===== src/hdl/hpd_pkg.sv =====
// Shared types and constants for the Huffman prefix decoder.
// Used by every module of the block; depends on nothing.
package hpd_pkg;

  localparam int TABLE_DEPTH_DEF  = 256;
  localparam int MAX_CODE_LEN_DEF = 32;
  localparam int SYMBOL_WIDTH_DEF = 16;

  localparam int INDEX_W     = 8;
  localparam int CODE_W      = 32;
  localparam int LEN_W       = 6;
  localparam int SYM_FIELD_W = 16;

  localparam int IN_TDATA_W  = 64;
  localparam int IN_TUSER_W  = 2;
  localparam int OUT_TDATA_W = 16;
  localparam int OUT_TUSER_W = 2;

  typedef enum logic [1:0] {
    FUNC_WRITE  = 2'd0,
    FUNC_DECODE = 2'd1,
    FUNC_CLEAR  = 2'd2
  } func_t;

  typedef struct packed {
    logic                   valid;
    func_t                  func;
    logic [INDEX_W-1:0]     index;
    logic [CODE_W-1:0]      code;
    logic [LEN_W-1:0]       length;
    logic [SYM_FIELD_W-1:0] symbol;
  } item_t;

  typedef struct packed {
    logic [SYM_FIELD_W-1:0] symbol;
    logic                   symbol_valid;
    logic                   code_error;
  } result_t;

endpackage


===== src/hdl/hpd_tail.sv =====
// End of the decoder chain: tracks the gathered bit count, forms results and buffers them.
// Depends on hpd_pkg.
module hpd_tail #(
  parameter int MAX_CODE_LEN = hpd_pkg::MAX_CODE_LEN_DEF,
  parameter int SYMBOL_WIDTH = hpd_pkg::SYMBOL_WIDTH_DEF
) (
  input  logic                                      clk,
  input  logic                                      rst_n,
  input  hpd_pkg::item_t                            item_i,
  input  logic [MAX_CODE_LEN-1:0]                   hit_i,
  input  logic [MAX_CODE_LEN-1:0][SYMBOL_WIDTH-1:0] sym_i,
  output logic                                      ready_o,
  output logic                                      out_tvalid,
  input  logic                                      out_tready,
  output logic [hpd_pkg::OUT_TDATA_W-1:0]           out_tdata,
  output logic [hpd_pkg::OUT_TUSER_W-1:0]           out_tuser
);

  localparam int CNT_W = $clog2(MAX_CODE_LEN);
  localparam int SYM_W = hpd_pkg::SYM_FIELD_W;

  logic [CNT_W-1:0] count_r;
  logic [CNT_W-1:0] count_nxt;
  logic             out_valid_r;
  logic             skid_valid_r;
  hpd_pkg::result_t out_r;
  hpd_pkg::result_t skid_r;
  hpd_pkg::result_t res;
  logic             res_valid;
  logic             take;
  logic             hit;
  logic             at_limit;

  assign ready_o  = !skid_valid_r;
  assign take     = item_i.valid && ready_o;
  assign hit      = hit_i[count_r];
  assign at_limit = (count_r == CNT_W'(MAX_CODE_LEN - 1));

  always_comb begin
    count_nxt        = count_r;
    res_valid        = 1'b0;
    res.symbol       = hit ? SYM_W'(sym_i[count_r]) : '0;
    res.symbol_valid = hit;
    res.code_error   = !hit;
    if (take) begin
      unique case (item_i.func)
        hpd_pkg::FUNC_DECODE: begin
          res_valid = hit || at_limit;
          count_nxt = (hit || at_limit) ? '0 : count_r + CNT_W'(1);
        end
        hpd_pkg::FUNC_CLEAR: begin
          count_nxt = '0;
        end
        default: begin
          count_nxt = count_r;
        end
      endcase
    end
  end

  always_ff @(posedge clk) begin
    if (!rst_n) begin
      count_r      <= '0;
      out_valid_r  <= 1'b0;
      skid_valid_r <= 1'b0;
    end else begin
      count_r <= count_nxt;
      if (!out_valid_r || out_tready) begin
        if (skid_valid_r) begin
          out_valid_r  <= 1'b1;
          skid_valid_r <= 1'b0;
        end else begin
          out_valid_r <= res_valid;
        end
      end else if (res_valid) begin
        skid_valid_r <= 1'b1;
      end
    end
  end

  always_ff @(posedge clk) begin
    if (!out_valid_r || out_tready) begin
      if (skid_valid_r) begin
        out_r <= skid_r;
      end else if (res_valid) begin
        out_r <= res;
      end
    end else if (res_valid) begin
      skid_r <= res;
    end
  end

  assign out_tvalid = out_valid_r;
  assign out_tdata  = out_r.symbol;
  assign out_tuser  = {out_r.code_error, out_r.symbol_valid};

endmodule


===== config.mk =====
export PLATFORM = sky130hd
export DESIGN_NAME = hpd_tail
export DESIGN_NICKNAME = d
export VERILOG_FILES = /design/src/hdl/hpd_pkg.sv /design/src/hdl/hpd_tail.sv
export SDC_FILE = /design/constraint.sdc
export NUM_CORES = 1
export LEC_CHECK = 0
export BUFFER_PORTS_ARGS = -buffer_cell sky130_fd_sc_hd__buf_4
export CORE_AREA = 2 2 245 247
export DETAILED_ROUTE_END_ITERATION = 8
export DIE_AREA = 0 0 247 249
export GPL_TIMING_DRIVEN = 0
export SLEW_MARGIN = 40
export SYNTH_ARGS = -nofsm -noshare
export SYNTH_HDL_FRONTEND = slang
export SYNTH_SLANG_ARGS = --single-unit

===== constraint.sdc =====
create_clock -name clk -period 4.6 [get_ports clk]
set_input_delay 0.92 -clock clk [delete_from_list [all_inputs] [get_ports clk]]
set_output_delay 0.92 -clock clk [all_outputs]
set_load 0.02 [all_outputs]

==> flow_summary.ini <==
[clock_network]
cts_buffer_depth = 2
clock_latency_ns = 0.29
cts_tree = built
post_cts_resize_count = 0
cts_setup_buffers = 0
clkTransAtPathRegs_ns = 0.07
cts_max_level = 2
hold_buffers = 0
cts_buffers = 5
numClockSinks = 43
clock-root-buffer = clkbuf_16

[floorplan]
die_area_mm2 = 0.06150
die_height_um = 249
die_w_um = 247
num_rows = 89
core-area_mm2 = 0.05869
ioPinCount = 632
initial_utilization_pct = 10.62

[synthesis]
avgSynthCellArea_um2 = 13.66
syn_nets = 1072
yosys_register_bits = 43
synth_edf_count = 36
synth_cell_types = 40
synthTopCellsByArea = mux4_2 46%, edfxtp_1 17%, mux2i_1 13%, buf_6 2.9%, mux2_2 2.9%
yosys.area.top_type_share_pct = 46.27
netlist_area_mm2 = 0.006230
yosys.area.top_type = mux4_2
yosysSeqAreaShare_pct = 19.60
synth_ff_type = edfxtp_1
yosys_warnings = 0
synthCells = 456
ys_async_sr_fraction_pct = 0

[timing]
finalCritPeriodShare_pct = 85.36
setup_ws_ns = 0.6734
rsz0062_at_grt = false
period_needed_ns = 3.927
fin_skew_ns = 0.01023
hold_viol = 0
setup_violations = 0
max_clock_freq_ghz = 0.2547
maxSlewHeadroom_pct = 47.76
worst_pin_slew_ns = 0.7836
slew_viol_final = 0

[grt]
antenna_found_initial = 24
gr-total-overflow = 0
grt_pass1_vias = 7948
grt_pass1_wl_mm = 68.08
gr-usage-all-layers_pct = 16.53
grt_max_degree = 19

[routing]
drt-initial-drc-count = 303
finalWirelength_mm = 52.91
first_pass_iters = 5
via_per_inst = 3.990
vias = 7266
antenna_left = 0
wl_per_cell_um = 29.05
drc_errors = 0

[power_and_ir_drop]
vdd_drop_max_uv = 163.1
power_density_mw_per_mm2 = 133.2
power.leakage_nw = 4.554
total_power_mw = 1.555

[cells_and_area]
instances_no_fill = 1821
nFillCells = 6390
nNetsFinal = 1649
drive_above_1_share_pct = 73.50
multiInputGateArea_mm2 = 0.004668
area_growth_pct = 87.47
final-seq-area_mm2 = 0.001221

[worst_setup_path]
r2r_start = count_r[3]$_SDFFE_PN0P_
crit_fanout = 10
required_ns = 4.59
crit_path_start = count_r[3]$_SDFFE_PN0P_
worstSetupPathType = reg -> reg
cpPeakStageDelay_ns = 0.57
start_kind = flop
arrival_ns = 3.91
r2r_cells = 9
end_kind = flop
cp_slowest_cell = buf_2
worstPathCellList = clkbuf_1, buf_2, buf_2, and3_1, ha_1, o2111ai_1, nor3b_2, buf_4, buf_4

[placement]
io_buffers = 568
post-dp-hpwl_mm = 47.40
dp_slack_ns = 0.4876
placed_cells = 1799
gp_congestion = 0.9453

[worst_hold_path]
holdCritStartpoint = skid_r[0]$_DFFE_PP_
hp-class = reg -> reg
min_path_cells = 1

[run_status]
outcome = completed

[job]
cap_violations = 0
==> kinds of logic (layout without fill, tap and decap cells) <==
logic type,count (synthesis),in the layout,share of synthesized area [%]
simple gates,74,74,5.584
compound gates,53,53,6.267
other cells,0,14,0
flops,43,43,19.60
mux,224,224,62.02
buf+inv,58,636,5.724
fa+ha+maj,4,4,0.8034
==> layout by cell type (no fill, tap or decap), types with 3 or more instances in the layout <==
cell type and count:
buf_4 571, clkbuf_1 13, diode_2 14, edfxtp_1 36, nor2b_1 3, inv_2 3, nor2_1 36, buf_1 5
a22oi_1 4, nand3_1 10, dfxtp_1 7, buf_6 16, nand2b_1 4, o31a_1 16, mux4_2 128, ha_1 4
o22ai_1 16, mux2_2 16, mux2i_1 80, clkbuf_16 5, a21oi_1 5, nand2_1 9, inv_1 3, buf_2 15
==> layout make-up <==
| cell class | instances | share of cell area [%] |
|---|---|---|
| clock buffers | 5 | 1.071 |
| plain buffers | 52 | 2.914 |
| clock inverters | 3 | 0.1714 |
| diodes | 14 | 0.3000 |
| well taps | 773 | 8.282 |
| flip-flops and latches | 43 | 10.46 |
| inverters | 6 | 0.1928 |
| repair buffers | 570 | 36.64 |
| multi-input cells | 355 | 39.97 |
==> cells in the mapped netlist (all sizes together), types with 2 or more instances <==
library cell / instances
a2111oi: 2
and2: 2
nor2b: 3
edfxtp: 36
o41ai: 2
clkbuf: 15
nand2: 9
o22ai: 16
nor2: 36
o31a: 16
a21boi: 2
ha: 4
inv: 6
nand3: 10
dfxtp: 7
a21oi: 6
mux2i: 80
and3: 2
mux2: 16
mux4: 128
a22oi: 4
nand2b: 4
buf: 37
==> stage by stage <==
stage	area [um^2]	hold WS (ns)	TNS [ns]	util (%)
4_1_cts	11640	0.5418	0	19.84
3_5_place_dp	11500	0.5238	0	19.59
6_report	11680	0.5409	0	19.90
3_3_place_gp	11460	0.5156	-10.26	19.53
5_1_grt	11670	0.5604	0	19.89
2_1_floorplan	6230	0.4989	0	-
==> metal layers <==
metal	up-vias	GRT usage, %	wire length, um
met5	-	0	131
met4	16	4.974	1155
li1	3136	-	-
met1	3623	20.78	21880
met2	426	27.62	25600
met3	65	4.159	4139
==> worst paths after layout <==
check,to,slack (ns)
min reg2reg,out_tuser[1]$_DFFE_PP_,0.54
max reg2reg,skid_r[9]$_DFFE_PP_,0.67
max,skid_r[9]$_DFFE_PP_,0.67
min,out_tuser[1]$_DFFE_PP_,0.54
==> report_power, final <==
part	switching, mW	total, mW	internal, mW
clock network	0.142	0.342	0.200
registers	0.00255	0.433	0.431
logic	0.287	0.779	0.492
==> worst max-delay path, delay by kind of cell (launching register included) <==
kind,cells,cell delay [ns]
fa+ha+maj,1,0.28
buf+inv,5,1.95
flops,1,0.33
compound gates,1,0.34
simple gates,2,0.71
==> sequential cells by signal (all words and copies together) (netlist names) <==
| signal | count |
|---|---|
| count_r | 5 |
| out_tvalid | 1 |
| out_tdata | 16 |
| skid_valid_r | 1 |
| skid_r | 18 |
| out_tuser | 2 |
(Power assumes the default switching activity.)
