**src/hdl/hpd_pkg.sv**
```systemverilog
// Shared types and constants for the Huffman prefix decoder.
// Used by every module of the block; depends on nothing.
package hpd_pkg;

  localparam int TABLE_DEPTH_DEF  = 256;
  localparam int MAX_CODE_LEN_DEF = 32;
  localparam int SYMBOL_WIDTH_DEF = 16;

  localparam int INDEX_W     = 8;
  localparam int CODE_W      = 32;
  localparam int LEN_W       = 6;
  localparam int SYM_FIELD_W = 16;

  localparam int IN_TDATA_W  = 64;
  localparam int IN_TUSER_W  = 2;
  localparam int OUT_TDATA_W = 16;
  localparam int OUT_TUSER_W = 2;

  typedef enum logic [1:0] {
    FUNC_WRITE  = 2'd0,
    FUNC_DECODE = 2'd1,
    FUNC_CLEAR  = 2'd2
  } func_t;

  typedef struct packed {
    logic                   valid;
    func_t                  func;
    logic [INDEX_W-1:0]     index;
    logic [CODE_W-1:0]      code;
    logic [LEN_W-1:0]       length;
    logic [SYM_FIELD_W-1:0] symbol;
  } item_t;

  typedef struct packed {
    logic [SYM_FIELD_W-1:0] symbol;
    logic                   symbol_valid;
    logic                   code_error;
  } result_t;

endpackage

```
**src/hdl/hpd_cell.sv**
```systemverilog
// One stage of the decoder chain: holds one table entry and compares it with passing items.
// Depends on hpd_pkg.
module hpd_cell #(
  parameter int MAX_CODE_LEN = hpd_pkg::MAX_CODE_LEN_DEF,
  parameter int SYMBOL_WIDTH = hpd_pkg::SYMBOL_WIDTH_DEF,
  parameter int CELL_IDX     = 0
) (
  input  logic                                      clk,
  input  logic                                      rst_n,
  input  logic                                      en,
  input  hpd_pkg::item_t                            item_i,
  input  logic [MAX_CODE_LEN-1:0]                   win_i,
  input  logic [MAX_CODE_LEN-1:0]                   hit_i,
  input  logic [MAX_CODE_LEN-1:0][SYMBOL_WIDTH-1:0] sym_i,
  output hpd_pkg::item_t                            item_o,
  output logic [MAX_CODE_LEN-1:0]                   win_o,
  output logic [MAX_CODE_LEN-1:0]                   hit_o,
  output logic [MAX_CODE_LEN-1:0][SYMBOL_WIDTH-1:0] sym_o
);

  localparam int CMP_W = (MAX_CODE_LEN > hpd_pkg::CODE_W) ? MAX_CODE_LEN : hpd_pkg::CODE_W;

  logic [hpd_pkg::LEN_W-1:0]                 len_r;
  logic [hpd_pkg::CODE_W-1:0]                code_r;
  logic [SYMBOL_WIDTH-1:0]                   sym_r;
  logic                                      valid_r;
  hpd_pkg::item_t                            pay_r;
  logic [MAX_CODE_LEN-1:0]                   win_r;
  logic [MAX_CODE_LEN-1:0]                   hit_r;
  logic [MAX_CODE_LEN-1:0][SYMBOL_WIDTH-1:0] syms_r;

  logic                                      wr_sel;
  logic [hpd_pkg::CODE_W-1:0]                code_nxt;
  logic [CMP_W-1:0]                          len_mask;
  logic                                      match;
  logic [MAX_CODE_LEN-1:0]                   take_vec;
  logic [MAX_CODE_LEN-1:0]                   hit_nxt;
  logic [MAX_CODE_LEN-1:0][SYMBOL_WIDTH-1:0] syms_nxt;

  always_comb begin
    wr_sel = item_i.valid && (item_i.func == hpd_pkg::FUNC_WRITE) &&
             (int'(item_i.index) == CELL_IDX);
    for (int b = 0; b < hpd_pkg::CODE_W; b++) begin
      code_nxt[b] = item_i.code[b] & (b < int'(item_i.length));
    end
    for (int b = 0; b < CMP_W; b++) begin
      len_mask[b] = (b < int'(len_r));
    end
    match = item_i.valid && (item_i.func == hpd_pkg::FUNC_DECODE) && (len_r != '0) &&
            (int'(len_r) <= MAX_CODE_LEN) &&
            ((CMP_W'(win_i) & len_mask) == CMP_W'(code_r));
    for (int l = 0; l < MAX_CODE_LEN; l++) begin
      take_vec[l] = match && (int'(len_r) == l + 1) && !hit_i[l];
      hit_nxt[l]  = hit_i[l] | take_vec[l];
      syms_nxt[l] = take_vec[l] ? sym_r : sym_i[l];
    end
  end

  always_ff @(posedge clk) begin
    if (!rst_n) begin
      len_r   <= '0;
      valid_r <= 1'b0;
    end else begin
      if (en && wr_sel) begin
        len_r <= item_i.length;
      end
      if (en) begin
        valid_r <= item_i.valid;
      end
    end
  end

  always_ff @(posedge clk) begin
    if (en && wr_sel) begin
      code_r <= code_nxt;
      sym_r  <= SYMBOL_WIDTH'(item_i.symbol);
    end
    if (en) begin
      pay_r  <= item_i;
      win_r  <= win_i;
      hit_r  <= hit_nxt;
      syms_r <= syms_nxt;
    end
  end

  always_comb begin
    item_o       = pay_r;
    item_o.valid = valid_r;
  end

  assign win_o = win_r;
  assign hit_o = hit_r;
  assign sym_o = syms_r;

endmodule

```
**config.mk**
```make
export PLATFORM = sky130hd
export DESIGN_NAME = hpd_cell
export DESIGN_NICKNAME = d
export VERILOG_FILES = /design/src/hdl/hpd_pkg.sv /design/src/hdl/hpd_cell.sv
export SDC_FILE = /design/constraint.sdc
export NUM_CORES = 1
export LEC_CHECK = 0
export BUFFER_PORTS_ARGS = -buffer_cell sky130_fd_sc_hd__buf_2
export CAP_MARGIN = 15
export CELL_PAD_IN_SITES_DETAIL_PLACEMENT = 1
export CELL_PAD_IN_SITES_GLOBAL_PLACEMENT = 2
export CORE_AREA = 2 2 495 497
export CTS_BUF_LIST = sky130_fd_sc_hd__clkbuf_4
export CTS_CLUSTER_SIZE = 24
export DETAILED_ROUTE_END_ITERATION = 10
export DIE_AREA = 0 0 497 499
export PLACE_DENSITY = 0.38
export SYNTH_ARGS = -nofsm -noshare
export SYNTH_HDL_FRONTEND = slang
export SYNTH_SLANG_ARGS = --single-unit
```
**constraint.sdc**
```tcl
create_clock -name clk -period 5.1 [get_ports clk]
set_input_delay 0.255 -clock clk [delete_from_list [all_inputs] [get_ports clk]]
set_output_delay 0.255 -clock clk [all_outputs]
set_load 0.02 [all_outputs]
```
==> flow_summary.ini, run 1 <==
[yosys]
synth_mux_area_share_pct = 21.8
synth_common_cells = edfxtp_1, mux2_4, mux2_2
syn_area_um2 = 31800
ys_types = 65
synth.area.top_cells = edfxtp_1, mux2_4, mux2_2
synth-xor-area-share_pct = 0.358
synthAdderAreaFrac_pct = 0
ys_seq_area_share_pct = 65.5
synth_edf_count = 688
synthSimpleGateAreaFrac_pct = 4.59
synth_compound_area_share_pct = 3.28
synth_top_family_by_area = multiplexers
ys_ff_latch = 695
ys_warn_count = 0
syn_nets = 2439
synth_cells = 1795
ys.flop_type = edfxtp_1
yosysMostFrequentCell = edfxtp_1
synth_top_area_share_pct = 65.0
async_flop_share_pct = 0
synth_top_area_cell = edfxtp_1
avgSynthCellArea_um2 = 17.7

[clocking]
cts_resized = 0
clockBufferDepth = 3
cts.sinks = 695
numCtsBuffers = 228
cts-htree-levels = 4
cts_setup_buffers = 0
hold_buffers = 1325
clockRootBuffer = clkbuf_4

[die]
initial_core_util_pct = 13.1
row_count = 181
die_x_um = 497
io_pins = 1285
die_h_um = 499

[run_status]
error_line = [ERROR RSZ-0060] Max buffer count reached.
lastStage = clock tree synthesis
status = aborted with a tool error

[place]
place_hpwl_um = 179000
place_congestion = 0.808
port_buffers = 1284
dpl-instance-area_um2 = 42300
dp.cells = 6229
[metrics by stage]
| stage | hold WS, ps | worst slack (ps) | util, % |
|---|---|---|---|
| after floorplan | 354 | 1600 | - |
| after global placement | 447 | 702 | 17.4 |
| after detailed placement | 449 | 706 | 17.4 |
[kinds of logic after synthesis]
family	Yosys count
AOI/OAI and AO/OA	137
xor gates and xnor gates	13
buffers and inverters	177
DFF	695
muxes	516
and+or+nand+nor	257
==> inputs of run 2 (changes only) <==
==> config.mk (replaced) <==
export PLATFORM = sky130hd
export DESIGN_NAME = hpd_cell
export DESIGN_NICKNAME = d
export VERILOG_FILES = /design/src/hdl/hpd_pkg.sv /design/src/hdl/hpd_cell.sv
export SDC_FILE = /design/constraint.sdc
export NUM_CORES = 1
export LEC_CHECK = 0
export BUFFER_PORTS_ARGS = -buffer_cell sky130_fd_sc_hd__buf_2
export CAP_MARGIN = 15
export CORE_AREA = 2 2 497 499
export DETAILED_ROUTE_END_ITERATION = 10
export DIE_AREA = 0 0 499 501
export PLACE_DENSITY_LB_ADDON = 0.15
export SYNTH_ARGS = -nofsm -noshare
export SYNTH_HDL_FRONTEND = slang
export SYNTH_SLANG_ARGS = --single-unit
==> flow_summary.ini, run 2 <==
[route]
wire_per_inst_um = 30.3
vias_per_cell = 3.52
drt-initial-drc-count = 1458
vias = 24900
ant_nets = 0
drc = 0
wirelength_um = 215000
firstDrtPassIters = 5

[die]
die_x_um = 499
initial_core_util_pct = 13.0
row_count = 182
io_pins = 1285
core_um2 = 245000
die_h_um = 501
dieArea_um2 = 250000

[critical_path]
path_class = reg2reg
worstReg2RegEnd = sym_o[142]
critPathMaxFanout = 32
required_ps = 5560
r2r_slack_ps = 660
arrival_ps = 4900
r2r-start = len_r[3]
worst_setup_path_start_kind = register
endpoint_kind = register
reg2reg_depth = 8

[yosys]
ys.flop_type = edfxtp_1
avgSynthCellArea_um2 = 17.7
async_flop_share_pct = 0
ys_seq_area_share_pct = 65.5
synth_edf_count = 688
synth.area.top_cells = edfxtp_1, mux2_4, mux2_2
yosysMostFrequentCell = edfxtp_1
synth_common_cells = edfxtp_1, mux2_4, mux2_2
synth_cells = 1795
synth_top_area_cell = edfxtp_1
syn_area_um2 = 31800
synth_top_area_share_pct = 65.0
syn_nets = 2439
ys_types = 65
ys_warn_count = 0
ys_ff_latch = 695

[cells_and_area]
largest_register_ffs = 512
layout_commonest_cell = buf_2
drive_gt1_share_pct = 54.7
area_delta_synth_final_pct = 62.6
layout_common_cells = buf_2, edfxtp_1, dlygate4sd3_1
postLayoutCoreUtil_pct = 21.1
fill_cells = 26500
layout.nets = 4391

[timing]
finalClockSkew_ps = 52.5
period_share_pct = 87.0
fmax_ghz = 0.225
hold_violations = 0
setup_violations = 0
slew_headroom_pct = 17.5
finalCriticalPeriod_ps = 4440
worstMarginPinSlew_ps = 1240
hold_ws_ps = 107
rsz0062_at_grt = false
finalSetupTns_ps = 0
slew_violations = 0

[clocking]
cts_setup_buffers = 0
clockBufferDepth = 3
cts-htree-levels = 3
clk_latency_ps = 760
numCtsBuffers = 97
cts_tree = yes
clockRootBuffer = clkbuf_16
clk_pin_slew_ps = 60
cts_resized = 0
cts.sinks = 695
hold_buffers = 644

[pwr]
ir_drop_mv = 0.225
power.leakage_nw = 21.2
power-per-cell-area_nw_per_um2 = 315
power.total_w = 0.0163

[global_route]
grt-ovfl-total = 0
antenna_found_initial = 92
grt_pass1_vias = 26500
grt_usage_pct = 16.5
grt_first_pass_wirelength_um = 273000
grt_max_degree = 140

[min_path]
holdPathEnd = sym_o[324]
worst_hold_path_type = in2reg
min_from = sym_i[324]
holdPathStages = 2

[place]
place_congestion = 0.831
place_hpwl_um = 164000
port_buffers = 1284

[job]
max_cap_viol_count = 0

[run_status]
status = complete, no violations
run 2: cell counts after synthesis:
Identical to the previous run, type by type.
run 2: cells by family (layout without fill, tap and decap cells):
group           after synthesis  count (layout)  synth area share [%]
compound gates              137             137                  3.28
xor+xnor                     13              13                 0.358
buf+inv                     177            2209                  4.50
flops                       695             695                  65.5
mux                         516             516                  21.8
other cells                   0              31                     0
simple gates                257             257                  4.59
run 2: worst max path at each step:
stage | from | end | slack, ps | cells past startpoint
6_report | len_r[3] | sym_o[142] | 660 | 8
5_1_grt | len_r[3] | sym_o[131] | 560 | 8
4_1_cts | len_r[4] | sym_o[212] | 760 | 8
3_5_place_dp | len_r[4] | sym_o[131] | 760 | 8
3_3_place_gp | len_r[5] | sym_o[254] | 780 | 8
2_1_floorplan | len_r[4] | sym_o[101] | 1600 | 12
run 2: critical path, cell delays in order (launching register included):
cell and delay (ps):
dfxtp_1 530, nor3_1 720, mux2i_1 330, nor4bb_1 300, o2111ai_1 160, or4_4 670
or4_2 800, buf_12 190, mux2_2 330
run 2: routing by layer:
| metal | global-route usage, % | vias to the layer above | share of wire, % |
|---|---|---|---|
| met5 | 0 | - | 0.13 |
| met3 | 4.95 | 252 | 7.1 |
| met4 | 4.00 | 44 | 2.4 |
| met1 | 18.6 | 12600 | 39 |
| li1 | - | 10900 | - |
| met2 | 30.3 | 1153 | 52 |
run 2: through the flow:
step | instances | setup slack [ps] | cell area [um^2]
4_1_cts | 7047 | 765 | 51600
5_1_grt | 7067 | 557 | 51600
2_1_floorplan | 1795 | 1600 | 31800
3_5_place_dp | 6224 | 764 | 42000
3_3_place_gp | 6223 | 783 | 42000
6_report | 7078 | 663 | 51700
run 2: area by class of cell:
| cell class | instances | area (um^2) | area share (%) |
|---|---|---|---|
| Antenna cell | 31 | 77.6 | 0.150 |
| Clock buffer | 117 | 2500 | 4.84 |
| Clock inverter | 62 | 642 | 1.24 |
| Inverter | 18 | 70.1 | 0.136 |
| Multi-Input combinational cell | 923 | 9610 | 18.6 |
| Sequential cell | 695 | 20800 | 40.3 |
| Tap cell | 3220 | 4030 | 7.80 |
| Timing Repair Buffer | 2012 | 13900 | 27.0 |
run 2: report_power, final:
part | switching, W | internal (W) | leakage (nW)
Combinational | 0.00140 | 0.00101 | 13.0
Sequential | 0.000156 | 0.00675 | 6.73
Clock | 0.00302 | 0.00393 | 1.52
Power figures use the tool's default switching activity.
